`config.mk`:
```
export PLATFORM = sky130hd
export DESIGN_NAME = abt_minmax
export DESIGN_NICKNAME = d
export VERILOG_FILES = /design/src/rtl/abt_pkg.sv /design/src/rtl/abt_minmax.sv
export SDC_FILE = /design/constraint.sdc
export NUM_CORES = 1
export LEC_CHECK = 0
export BUFFER_PORTS_ARGS = -buffer_cell sky130_fd_sc_hd__buf_2
export CAP_MARGIN = 25
export CELL_PAD_IN_SITES_DETAIL_PLACEMENT = 1
export CELL_PAD_IN_SITES_GLOBAL_PLACEMENT = 1
export CORE_AREA = 2 2 222 224
export CTS_CLUSTER_DIAMETER = 150
export DETAILED_ROUTE_END_ITERATION = 10
export DIE_AREA = 0 0 224 226
export PLACE_DENSITY_LB_ADDON = 0.3
export SLEW_MARGIN = 20
export SYNTH_ARGS = -nofsm -noshare
export SYNTH_HDL_FRONTEND = slang
export SYNTH_SLANG_ARGS = --single-unit
```
`constraint.sdc`:
```
create_clock -name clk -period 2.9 [get_ports clk]
set_input_delay 0 -clock clk [delete_from_list [all_inputs] [get_ports clk]]
set_output_delay 0 -clock clk [all_outputs]
set_load 0.005 [all_outputs]
```
`src/rtl/abt_pkg.sv`:
```
`timescale 1ns / 1ps

package abt_pkg;

  typedef logic signed [31:0] q_t;

  localparam q_t Q_MAX = 32'sh7fffffff;
  localparam q_t Q_MIN = 32'sh80000000;
  localparam q_t Q_ONE = 32'sh00010000;

  localparam int CFG_IDX_W = 3;
  typedef logic [CFG_IDX_W-1:0] cfg_idx_t;

  localparam cfg_idx_t CFG_SCALE_XX = 3'd0;
  localparam cfg_idx_t CFG_MIX_XY   = 3'd1;
  localparam cfg_idx_t CFG_SHIFT_X  = 3'd2;
  localparam cfg_idx_t CFG_MIX_YX   = 3'd3;
  localparam cfg_idx_t CFG_SCALE_YY = 3'd4;
  localparam cfg_idx_t CFG_SHIFT_Y  = 3'd5;

  typedef struct packed {
    logic signed [31:0] box_min_x;
    logic signed [31:0] box_min_y;
    logic signed [31:0] box_max_x;
    logic signed [31:0] box_max_y;
  } box_t;

  typedef struct packed {
    logic signed [31:0] out_min_x;
    logic signed [31:0] out_min_y;
    logic signed [31:0] out_max_x;
    logic signed [31:0] out_max_y;
  } bound_t;

  typedef struct packed {
    logic signed [31:0] scale_xx;
    logic signed [31:0] mix_xy;
    logic signed [31:0] shift_x;
    logic signed [31:0] mix_yx;
    logic signed [31:0] scale_yy;
    logic signed [31:0] shift_y;
  } coef_t;

  // saturated Q16.16 products; index 0 = min corner coordinate, 1 = max
  typedef struct packed {
    q_t [1:0] ax;
    q_t [1:0] by;
    q_t [1:0] cx;
    q_t [1:0] dy;
  } prods_t;

  // mapped corners: 0 (min,min), 1 (max,min), 2 (max,max), 3 (min,max)
  typedef struct packed {
    q_t [3:0] nx;
    q_t [3:0] ny;
  } pts_t;

  function automatic q_t sat_prod(input logic signed [63:0] p);
    logic signed [63:0] s;
    s = p >>> 16;
    if (s > 64'sd2147483647) begin
      return Q_MAX;
    end else if (s < -64'sd2147483648) begin
      return Q_MIN;
    end
    return s[31:0];
  endfunction

  function automatic q_t sat_add(input q_t a, input q_t b);
    logic signed [32:0] s;
    s = 33'(a) + 33'(b);
    if (s[32] != s[31]) begin
      return s[32] ? Q_MIN : Q_MAX;
    end
    return s[31:0];
  endfunction

endpackage

```
`src/rtl/abt_minmax.sv`:
```
`timescale 1ns / 1ps

module abt_minmax (
  input  logic            clk,
  input  logic            rst,
  input  logic            in_valid,
  input  abt_pkg::pts_t   pts,
  output logic            out_valid,
  output abt_pkg::bound_t bound
);
  import abt_pkg::*;

  q_t [1:0] lo_x, hi_x, lo_y, hi_y;
  logic     v1;

  function automatic q_t qmin(input q_t a, input q_t b);
    return ($signed(a) < $signed(b)) ? a : b;
  endfunction

  function automatic q_t qmax(input q_t a, input q_t b);
    return ($signed(a) > $signed(b)) ? a : b;
  endfunction

  always_ff @(posedge clk) begin
    for (int i = 0; i < 2; i++) begin
      lo_x[i] <= qmin(pts.nx[2*i], pts.nx[2*i+1]);
      hi_x[i] <= qmax(pts.nx[2*i], pts.nx[2*i+1]);
      lo_y[i] <= qmin(pts.ny[2*i], pts.ny[2*i+1]);
      hi_y[i] <= qmax(pts.ny[2*i], pts.ny[2*i+1]);
    end
  end

  always_ff @(posedge clk) begin
    bound.out_min_x <= qmin(lo_x[0], lo_x[1]);
    bound.out_max_x <= qmax(hi_x[0], hi_x[1]);
    bound.out_min_y <= qmin(lo_y[0], lo_y[1]);
    bound.out_max_y <= qmax(hi_y[0], hi_y[1]);
  end

  always_ff @(posedge clk) begin
    if (rst) begin
      v1        <= 1'b0;
      out_valid <= 1'b0;
    end else begin
      v1        <= in_valid;
      out_valid <= v1;
    end
  end

endmodule

```
# Yosys cells after proc, flatten, opt, wreduce, memory -nomap -nowiden
# Cells that the tools add are included.
# op_classes
magnitude_cmp,12
muxes,12
# ops
cell,count
$mux 32,12
$gt 32x32->1,6
$lt 32x32->1,6
# word_totals
ff_bits,386
inputBits,259
output_inout_bits,129
wordCells,38

# Longest topological paths before layout
# depth
word_depth,2
depth_mapped,12
depth_no_buf,9

# Least setup slack after synthesis
# Ideal clock, no wire load.
# synth_timing
kind,register to register
from,register lo_y[61] in the netlist's numbering
to,register bound[65] in the netlist's numbering
setup_time_ns,0.121
t_arrival_ns,2.380
required_ns,2.779
path_slack_ns,0.399
stages_incl_launch_ff,11
path_buffers,1
period_less_slack_ns,2.501
cell_sequence,dfxtp_1 inv_1 ha_1 a21o_1 a21o_1 a221oi_1 o21ai_0 a21oi_1 xnor2_1 clkbuf_1 mux2_2
# synth_via
elab_chain_len,2
# synth_rtl
item,line,rtl
"start, declared",abt_minmax.sv:13,"q_t [1:0] lo_x, hi_x, lo_y, hi_y;"
"start signal, assigned by index",abt_minmax.sv:28,"lo_y[i] <= qmin(pts.ny[2*i], pts.ny[2*i+1]);"
$lt 32x32->1,abt_minmax.sv:17,return ($signed(a) < $signed(b)) ? a : b;
$mux 32,abt_minmax.sv:17,
"end, declared",abt_minmax.sv:9,output abt_pkg::bound_t bound
# Every way passes these cells.
# A chain may end at the register's enable or synchronous reset.

# Worst setup path after layout
# layout_timing
from,register hi_x[52] in the netlist's numbering
to,register bound[37] in the netlist's numbering
# layout_via
elab_chain_len,2
# layout_rtl
item,line,rtl
"start, declared",abt_minmax.sv:13,
"start signal, assigned by index",abt_minmax.sv:27,"hi_x[i] <= qmax(pts.nx[2*i], pts.nx[2*i+1]);"
$gt 32x32->1,abt_minmax.sv:21,return ($signed(a) > $signed(b)) ? a : b;
$mux 32,abt_minmax.sv:21,
# Every way passes these cells.

==> reports/results.ini <==
[setup_path]
r2r_slack_ps = -140
crit_path_start = hi_x[52]$_DFF_P_
cp_data_required_time_ps = 3340
critPathLaunchType = flop
setup.worst_path.end_class = flop
cp_max_fo = 8
cp.arrival_ps = 3490
r2r-end = bound[37]$_DFF_P_
crit_end = bound[37]$_DFF_P_
r2r-start = hi_x[52]$_DFF_P_
reg2reg_depth = 11
crit_type = reg2reg

[job]
maxCapViolCount = 0

[timing]
grt_setup_unrepaired = yes
fin_ws_ps = -144
fin_crit_sh = 1.05
worstMarginPinSlew_ps = 614
fin_worst_skew_ps = 21.3
maxSlewViolCount = 0
finalSetupViolations = 44
finalCriticalPeriod_ps = 3040
setup_tns_ps = -4490
clock.fmax_mhz = 329
hold_viol = 0
slew_headroom = 0.591
whs_ps = 105

[floorplan]
start_util = 0.424
fp-row-count = 81
die_h_um = 226
core-area_um2 = 48300
pin_count = 388
dieArea_um2 = 50600
die_w_um = 224

[global_route]
grt_pass1_wl_mm = 128
antenna_found_initial = 7
grt_pass1_vias = 21600
grt_max_degree = 39
grt_overflow = 0
grt_util_all_layers = 0.326

[drt]
drtIter0Drc = 1249
drc = 0
antenna_left = 0
wl_per_cell_um = 26.7
vias = 20200
wl_mm = 92.1
firstDrtPassIters = 5
via_per_inst = 5.87

[synth]
synth_simple_gate_area_frac = 0.0891
synthArstFlopShare = 0
synth_xor_xnor_area_share = 0.000427
ys.flop_type = dfxtp_1
synth_cells = 2027
synth_compound_area_frac = 0.152
ys_warn_count = 0
synth_edf_count = 0
synthMuxAreaShare = 0.159
syn-cell-area_um2 = 20500
ys_seq_area_frac = 0.377
syn-num-nets = 2540
ys_ff_latch = 386
synth-adder-area-share = 0.155
ys_types = 58
synth_top_family_by_area = multiplexers
avgSynthCellArea_um2 = 10.1

[clock_network]
cts_root_buf = clkbuf_16
clock-sinks = 386
htreeDepth = 2
clk_pin_slew_ps = 80
cts_buffers = 44
clk_latency_ps = 590
cts.path.max_buffers = 3
cts_tree = built

[placement]
hpwl_mm = 51.1
io_buffers = 387
gp_congestion = 0.869

[pwr]
leakage_nw = 13.6
p_per_area_nw_per_um2 = 745
ir_worst_vdd_uv = 359

[finish]
nets = 3294
multi_input_area_um2 = 11700
areaGrowthSynthToFinish_pct = 40.5
drive_above_1_share = 0.341
seqCellArea_um2 = 7740
fill_cells = 5232

[outcome]
violations = negative setup slack
outcome = complete, but fails checks

[hold_path]
hold_class = in2reg

metrics by stage:
step | instances | power (mW) | area, µm² | setup slack [ps] | util
final | 3443 | 21.5 | 28800 | -144 | 0.596
after global routing | 3441 | 22.2 | 28800 | -159 | 0.596
after CTS | 3409 | 20.2 | 28100 | 5.68 | 0.581
after detailed placement | 3003 | 14.0 | 23300 | -31.6 | 0.483
after global placement | 3003 | 13.8 | 23300 | 26.9 | 0.483
after floorplan | 2027 | 11.2 | 20500 | 399 | -
power by group:
part	switching (mW)	leakage, nW	internal [mW]
clock	2.49	0.711	3.33
combinational	4.10	9.62	4.00
sequential	0.909	3.26	6.65
how the worst min path moves through the flow:
stage	start	end	slack, ps	cells after the start
after floorplan	rst	out_valid$_SDFF_PP0_	70	1
after global placement	rst	out_valid$_SDFF_PP0_	170	2
after detailed placement	rst	v1$_SDFF_PP0_	180	2
after CTS	rst	out_valid$_SDFF_PP0_	100	3
after global routing	rst	out_valid$_SDFF_PP0_	130	3
final	rst	out_valid$_SDFF_PP0_	110	3
cell usage in the layout, fill, tap and decap left out, types with 29 or more instances in the layout:
cell type	instances
a2bb2oi_1	33
o21ai_0	29
buf_2	384
nand2b_1	33
ha_1	247
nand4_1	39
clkbuf_16	55
mux2_2	271
nor2_1	53
a21oi_1	104
o21bai_1	33
o22ai_1	31
dlygate4sd3_1	322
nand2_1	74
o221a_2	78
inv_1	263
nor3_1	38
buf_4	51
dfxtp_1	377
synth_stat cells, types with 22 or more instances:
| cell type | instances | area, µm² |
|---|---|---|
| buf_2 | 29 | 145 |
| nand2_1 | 74 | 278 |
| o21bai_1 | 33 | 248 |
| nand4_1 | 39 | 244 |
| nor3_1 | 42 | 210 |
| mux2_2 | 271 | 3050 |
| a2bb2oi_1 | 34 | 298 |
| ha_1 | 254 | 3180 |
| nor2_1 | 54 | 203 |
| nand3_1 | 27 | 135 |
| clkbuf_1 | 32 | 120 |
| a21oi_1 | 111 | 556 |
| dfxtp_1 | 386 | 7730 |
| o221a_2 | 78 | 878 |
| a21o_1 | 22 | 165 |
| nand2b_1 | 33 | 206 |
| inv_1 | 263 | 987 |
| o21ai_0 | 32 | 160 |
| o22ai_1 | 31 | 194 |
worst max-delay path, cell delays in order, from the launching register on:
cell,delay (ps)
dfxtp_1,450
inv_1,80
ha_1,290
nand4_1,140
or4_4,620
nor2_1,200
o31ai_1,130
o211a_1,180
nand3b_1,170
buf_4,200
buf_12,160
o221a_1,300
area by class of cell:
cell class	count	share of cell area
diodes	7	0.000608
well taps	622	0.0270
repair buffers	787	0.214
clock inverters	16	0.00608
inverters	263	0.0343
flip-flops and latches	386	0.269
multi-input cells	1299	0.406
clock buffers	63	0.0442
repair_timing:
action / 4_1_cts / 5_1_grt
endpoints found under the setup margin: 48 / 188
buffers inserted: 0 / 23
hold buffers: 327 / 2
endpoints found under the hold margin: 258 / 3
gates resized for setup: 3 / 77
pin swaps: 0 / 18
cloned: 0 / 10
cells by family (layout without fill, tap and decap cells):
group / count (synthesis) / count (layout)
buffers and inverters: 342 / 1129
flip-flops: 386 / 386
AO/OA/AOI/OAI: 407 / 407
AND/OR/NAND/NOR: 348 / 348
adder cells (fa/ha/maj): 254 / 254
other: 0 / 7
XOR/XNOR: 1 / 1
multiplexers: 289 / 289
flip-flops by register name (all words and copies together), names as in the netlist:
register,cells
lo_x,64
v1,1
bound,128
hi_x,64
hi_y,64
out_valid,1
lo_y,64
per-layer routing:
| metal | track usage | vias up | part of all wire |
|---|---|---|---|
| met1 | 0.358 | 10000 | 0.36 |
| met5 | 0 | - | 0.00012 |
| met4 | 0.169 | 2 | 0.066 |
| met2 | 0.608 | 1001 | 0.51 |
| met3 | 0.0455 | 370 | 0.058 |
| li1 | - | 8812 | - |
Note: power is estimated with default switching activity, not from simulation.
