File: src/rtl/abt_pkg.sv
`timescale 1ns / 1ps

package abt_pkg;

  typedef logic signed [31:0] q_t;

  localparam q_t Q_MAX = 32'sh7fffffff;
  localparam q_t Q_MIN = 32'sh80000000;
  localparam q_t Q_ONE = 32'sh00010000;

  localparam int CFG_IDX_W = 3;
  typedef logic [CFG_IDX_W-1:0] cfg_idx_t;

  localparam cfg_idx_t CFG_SCALE_XX = 3'd0;
  localparam cfg_idx_t CFG_MIX_XY   = 3'd1;
  localparam cfg_idx_t CFG_SHIFT_X  = 3'd2;
  localparam cfg_idx_t CFG_MIX_YX   = 3'd3;
  localparam cfg_idx_t CFG_SCALE_YY = 3'd4;
  localparam cfg_idx_t CFG_SHIFT_Y  = 3'd5;

  typedef struct packed {
    logic signed [31:0] box_min_x;
    logic signed [31:0] box_min_y;
    logic signed [31:0] box_max_x;
    logic signed [31:0] box_max_y;
  } box_t;

  typedef struct packed {
    logic signed [31:0] out_min_x;
    logic signed [31:0] out_min_y;
    logic signed [31:0] out_max_x;
    logic signed [31:0] out_max_y;
  } bound_t;

  typedef struct packed {
    logic signed [31:0] scale_xx;
    logic signed [31:0] mix_xy;
    logic signed [31:0] shift_x;
    logic signed [31:0] mix_yx;
    logic signed [31:0] scale_yy;
    logic signed [31:0] shift_y;
  } coef_t;

  // saturated Q16.16 products; index 0 = min corner coordinate, 1 = max
  typedef struct packed {
    q_t [1:0] ax;
    q_t [1:0] by;
    q_t [1:0] cx;
    q_t [1:0] dy;
  } prods_t;

  // mapped corners: 0 (min,min), 1 (max,min), 2 (max,max), 3 (min,max)
  typedef struct packed {
    q_t [3:0] nx;
    q_t [3:0] ny;
  } pts_t;

  function automatic q_t sat_prod(input logic signed [63:0] p);
    logic signed [63:0] s;
    s = p >>> 16;
    if (s > 64'sd2147483647) begin
      return Q_MAX;
    end else if (s < -64'sd2147483648) begin
      return Q_MIN;
    end
    return s[31:0];
  endfunction

  function automatic q_t sat_add(input q_t a, input q_t b);
    logic signed [32:0] s;
    s = 33'(a) + 33'(b);
    if (s[32] != s[31]) begin
      return s[32] ? Q_MIN : Q_MAX;
    end
    return s[31:0];
  endfunction

endpackage

File: src/rtl/abt_sum.sv
`timescale 1ns / 1ps

module abt_sum (
  input  logic            clk,
  input  logic            rst,
  input  logic            in_valid,
  input  abt_pkg::prods_t prods,
  input  abt_pkg::coef_t  coef,
  output logic            out_valid,
  output abt_pkg::pts_t   pts
);
  import abt_pkg::*;

  localparam logic [3:0] X_SEL = 4'b0110;  // corners using max x
  localparam logic [3:0] Y_SEL = 4'b1100;  // corners using max y

  pts_t lin;
  logic v1;

  always_ff @(posedge clk) begin
    for (int i = 0; i < 4; i++) begin
      lin.nx[i] <= sat_add(prods.ax[X_SEL[i]], prods.by[Y_SEL[i]]);
      lin.ny[i] <= sat_add(prods.cx[X_SEL[i]], prods.dy[Y_SEL[i]]);
    end
  end

  always_ff @(posedge clk) begin
    for (int i = 0; i < 4; i++) begin
      pts.nx[i] <= sat_add(lin.nx[i], coef.shift_x);
      pts.ny[i] <= sat_add(lin.ny[i], coef.shift_y);
    end
  end

  always_ff @(posedge clk) begin
    if (rst) begin
      v1        <= 1'b0;
      out_valid <= 1'b0;
    end else begin
      v1        <= in_valid;
      out_valid <= v1;
    end
  end

endmodule

File: config.mk
export PLATFORM = sky130hd
export DESIGN_NAME = abt_sum
export DESIGN_NICKNAME = d
export VERILOG_FILES = /design/src/rtl/abt_pkg.sv /design/src/rtl/abt_sum.sv
export SDC_FILE = /design/constraint.sdc
export NUM_CORES = 2
export LEC_CHECK = 0
export BUFFER_PORTS_ARGS = -buffer_cell sky130_fd_sc_hd__buf_2
export CAP_MARGIN = 20
export CORE_UTILIZATION = 45
export DETAILED_ROUTE_END_ITERATION = 12
export PLACE_DENSITY = 0.75
export SLEW_MARGIN = 30
export SYNTH_ARGS = -nofsm -noshare
export SYNTH_HDL_FRONTEND = slang
export SYNTH_SLANG_ARGS = --single-unit
File: constraint.sdc
create_clock -name clk -period 7.5 [get_ports clk]
set_input_delay 1.5 -clock clk [delete_from_list [all_inputs] [get_ports clk]]
set_output_delay 1.5 -clock clk [all_outputs]
set_load 0.01 [all_outputs]
After elaboration in Yosys (flattened, before gate mapping):

Cells that the tools add are included.

* register bits: 514
* input bits: 451
* output and inout port bits: 257

* $add $sub $neg: 16
* eq/ne operators: 16
* mux-type cells: 64

Operators with widths (count)
* 32-bit 2-to-1 mux: 48
* 32-bit by 32-bit adder with 33-bit output: 16
* 1-bit 2-to-1 mux: 16
* 1-bit != test: 16

Depth between registers and ports, before layout:

* word-level depth: 4
* gate-level depth with buffers: 15
* mapped depth without buffers: 13

Worst setup path before layout:

No wires, ideal clock.

* kind: in2reg
* from: input prods[160] in the netlist's numbering
* to: register lin[205] in the netlist's numbering
* arrival time: 4215 ps
* required time: 7426 ps
* setup slack: 3210 ps
* stages on the path: 14
* path buffers: 1
* cells stage by stage: ha_1 > inv_1 > fa_1 > nand2b_1 > a211o_1 > a2111o_1 > a21boi_1 > o31a_1 > a221o_1 > and2_4 > a2bb2oi_4 > nor2_4 > buf_2 > o21ai_0

* word-level cells in the longest chain between the ends: 4
* elaborated cells on any way between the ends: 6

RTL lines
* start, declared: line abt_sum.sv:7 `input abt_pkg::prods_t prods,`
* 32-bit by 32-bit adder with 33-bit output *: line abt_pkg.sv:71 `s = 33'(a) + 33'(b);`
* 32-bit 2-to-1 mux / 1-bit != test (equally long branches): line abt_pkg.sv:73, abt_pkg.sv:72
* 32-bit 2-to-1 mux / 1-bit 2-to-1 mux (equally long branches): line abt_pkg.sv:72 `if (s[32] != s[31]) begin`
* 32-bit 2-to-1 mux *: line abt_pkg.sv:75 `return s[31:0];`
* end, declared: line abt_sum.sv:17 `pts_t lin;`

Mark *: on every way between the ends. The rest lies on a longest branch, timed or not. The select of a mux whose other input is x is not followed.
A chain may end at the register's enable or synchronous reset.

Final worst setup path:

* from: input coef[1] in the netlist's numbering
* to: register pts[118] in the netlist's numbering

* word-level cells in the longest chain between the ends: 4
* elaborated cells on any way between the ends: 6

RTL lines
* start, declared: line abt_sum.sv:8 `input abt_pkg::coef_t coef,`
* 32-bit by 32-bit adder with 33-bit output *: line abt_pkg.sv:71
* 32-bit 2-to-1 mux / 1-bit != test (equally long branches): line abt_pkg.sv:73, abt_pkg.sv:72
* 32-bit 2-to-1 mux / 1-bit 2-to-1 mux (equally long branches): line abt_pkg.sv:72
* 32-bit 2-to-1 mux *: line abt_pkg.sv:75
* end, declared: line abt_sum.sv:10 `output abt_pkg::pts_t pts`

Marked as above.

==> summary.md <==
| Metric | Value |
|---|---|
| Total CTS buffers | `57` |
| Setup CP Type | `input pin to flop` |
| Setup Fix Bufs, Post-CTS | `0` |
| Die area | `89600 um2` |
| Final setup viols | `0` |
| Post_cts resized | `0` |
| CTS Buffer Depth | `3` |
| CP cell instances | `buf_2 > ha_1 > a211oi_1 > o211ai_1 > a221oi_2 > o2111ai_2 > a41oi_2 > o31ai_4 > a31oi_4 > xnor2_2 > nor2_2 > o21ai_0` |
| Yosys top cell area share | `25.9%` |
| Final Slew Violations | `0` |
| Status | `completed` |
| Slew HR | `31.6%` |
| Initial antenna violation count | `37` |
| Vias in the first global route | `37000` |
| Share of cells above drive strength 1 | `14.9%` |
| Post-Syn Nets | `5740` |
| Global route total overflow | `0` |
| FMAX | `190 MHz` |
| Final nets | `6265` |
| Placed Area | `43600 um2` |
| Crit path required time | `7.97 ns` |
| Type of origin of the critical path | `input pin` |
| Distinct cell type count after synthesis | `110` |
| Sw Ratio | `45.0%` |
| Routed vias/inst | `6.13` |
| RSZ-0062 raised after global routing | `false` |
| Layout Skew | `0.0527 ns` |
| Final Cycle Share | `70.2%` |
| Hold_buf cts | `0` |
| Top post-synthesis cells by count | `a21oi_1 (613), dfxtp_1 (514), ha_1 (512)` |
| Via count | `39900` |
| Minimum clock period | `5.26 ns` |
| I/O Buffers | `579` |
| Slowest cell delay on critical path | `0.88 ns` |
| Post-DP HPWL | `137000 um` |
| Vert. Die Dim | `299 um` |
| Slew at the pin with the worst max-slew slack | `1.03 ns` |
| Drt pass-1 iters | `7` |
| Die W | `299 um` |
| Most frequent cell after synthesis | `a21oi_1` |
| Clk network pwr share | `19.2%` |
| Yosys reg bits | `514` |
| Core footprint | `87200 um2` |
| Clock slew at reported path FFs | `0.06 ns` |
| Internal power | `9.40 mW` |
| Starting density of the core | `45.6%` |
| Syn Area/Cell | `8.35 um2` |
| First-pass GRT wire length | `232000 um` |
| P&R area growth vs syn | `15.5%` |
| Overall routing resource usage | `34.6%` |
| Cell row count | `108` |
| Yosys warnings | `0` |
| Core Util, Final | `52.7%` |
| Leak | `21.2 nW` |
| HP Class | `flop to flop` |
| Clk root buf | `clkbuf_16` |
| Max FO, Critical Path | `20` |
| Initial DRC count | `3629` |
| Mapped Cells | `4761` |
| Final RePlAce weighted congestion | `1.01` |
| Avg WL per Cell | `24.9 um` |
| Max rail drop VDD | `0.293 mV` |
| Post-route antenna net violation count | `0` |
| Number of synthesized flops with an enable pin | `0` |
| CP max-delay cell | `nor2_2` |
| Arrival time worst endpoint | `5.74 ns` |
| Seq pwr share | `27.4%` |
| Top FF cell, synth | `dfxtp_1` |
| Post-synthesis cell area | `39800 um2` |
| Largest net degree at the start of global routing | `31` |
| CTS Sinks | `514` |
| CP endpoint kind | `flop` |
| Fraction of registers with async set/reset | `0%` |
| Setup TNS | `0 ns` |
| # DRC | `0` |
| Comb power frac | `53.3%` |
| Design area | `45900 um2` |
| Post-synth top area cell | `dfxtp_1` |
| Top Ports | `708` |
| Skew-Pair Late Insertion Delay | `0.69 ns` |
| Seq/Total Area, Yosys | `25.9%` |
| MaxCap Viol Count | `0` |
| DRT Wirelength | `162000 um` |
| P_sw | `7.70 mW` |
| TritonCTS clock tree | `built` |
| Pwr per Cell Area | `372 nW/um2` |
| H-tree depth | `2` |
| Hold Fails Final Rpt | `0` |
| Synth area leaders | `dfxtp_1 (26%), ha_1 (16%), a21oi_1 (7.7%), o21ai_0 (5.4%), a21o_1 (5.3%)` |
## state kept, by name (all words and copies together) (netlist names)
name / count
pts: 256
lin: 256
v1: 1
out_valid: 1
## cells in the final DEF, fill, tap and decap left out, types with 19 or more instances in the layout
cell type	synthesis	final
inv_1	154	154
a21oi_1	613	613
dfxtp_1	514	514
clkbuf_16	0	57
a21o_1	281	281
o21bai_1	48	48
nor3_1	73	73
nand4_1	35	35
nor2_1	224	223
ha_1	512	512
diode_2	0	19
and2_1	28	28
nand2_1	313	311
nand3_1	85	85
xor2_1	211	211
o211ai_1	35	35
nor2b_1	66	66
o31ai_1	60	60
o21a_1	65	65
maj3_1	44	44
a211oi_1	34	34
nand2b_1	67	67
buf_2	52	579
or3_1	26	26
xnor2_1	237	237
o21ai_1	53	53
and3_1	39	39
o21ai_0	429	429
a31oi_1	48	48
## final timing paths
check / from / endpoint / slack, ns / cells after the start
worst max-delay path: coef[1] / pts[118] / 2.24 / 12
worst min-delay path: v1 / out_valid / 0.47 / 1
worst max register to register: lin[97] / pts[118] / 2.97 / 11
worst min register to register: v1 / out_valid / 0.47 / 1
## per-stage QoR
stage,power [mW],setup WS (ns),hold WS [ns],std cells
CTS,16.9,2.35,0.491,6488
global route,18.0,2.00,0.500,6504
global placement,13.4,1.75,0.479,6382
floorplan,10.3,3.21,0.414,4761
detailed placement,13.5,1.73,0.477,6382
finish,17.1,2.24,0.472,6507
## critical path: cells and delay by family
| family | cells | cell delay [ns] |
|---|---|---|
| buf+inv | 1 | 0.17 |
| fa+ha+maj | 1 | 0.33 |
| xor+xnor | 1 | 0.28 |
| compound gates | 8 | 2.55 |
| simple gates | 1 | 0.88 |
## final cells by class
cell class,instances,area [um2]
fill,8244,41200
multi-input combinational,3964,28300
sequential,514,10300
timing repair buffer,595,3020
clock buffer,65,1500
tap,1155,1450
clock inverter,41,719
inverter,154,578
antenna,19,47.5
## kinds of logic after synthesis
kind of cell / after synthesis / share of synthesized area, %
AO/OA/AOI/OAI: 1899 / 30.2
AND/OR/NAND/NOR: 1033 / 12.6
adder cells (fa/ha/maj): 572 / 18.0
flip-flops: 514 / 25.9
XOR/XNOR: 452 / 10.1
buffers and inverters: 283 / 2.95
multiplexers: 8 / 0.211
## per-layer routing
metal | up-vias | part of all wire, % | global-route usage (%)
met5 | - | 0.041 | 0
met4 | 10 | 4.8 | 15.0
met3 | 334 | 11 | 6.88
met2 | 2096 | 40 | 50.2
met1 | 18800 | 44 | 49.4
li1 | 18700 | - | -
## power groups by stage
stage                     clock, mW  combinational (mW)  sequential [mW]
after global placement            0                8.75             4.69
after global routing           3.42                9.83             4.71
after detailed placement          0                8.82             4.69
after floorplan                   0                5.62             4.67
final                          3.29                9.11             4.69
after CTS                      3.31                8.90             4.64
No activity file was read; power rests on OpenSTA's default activity.
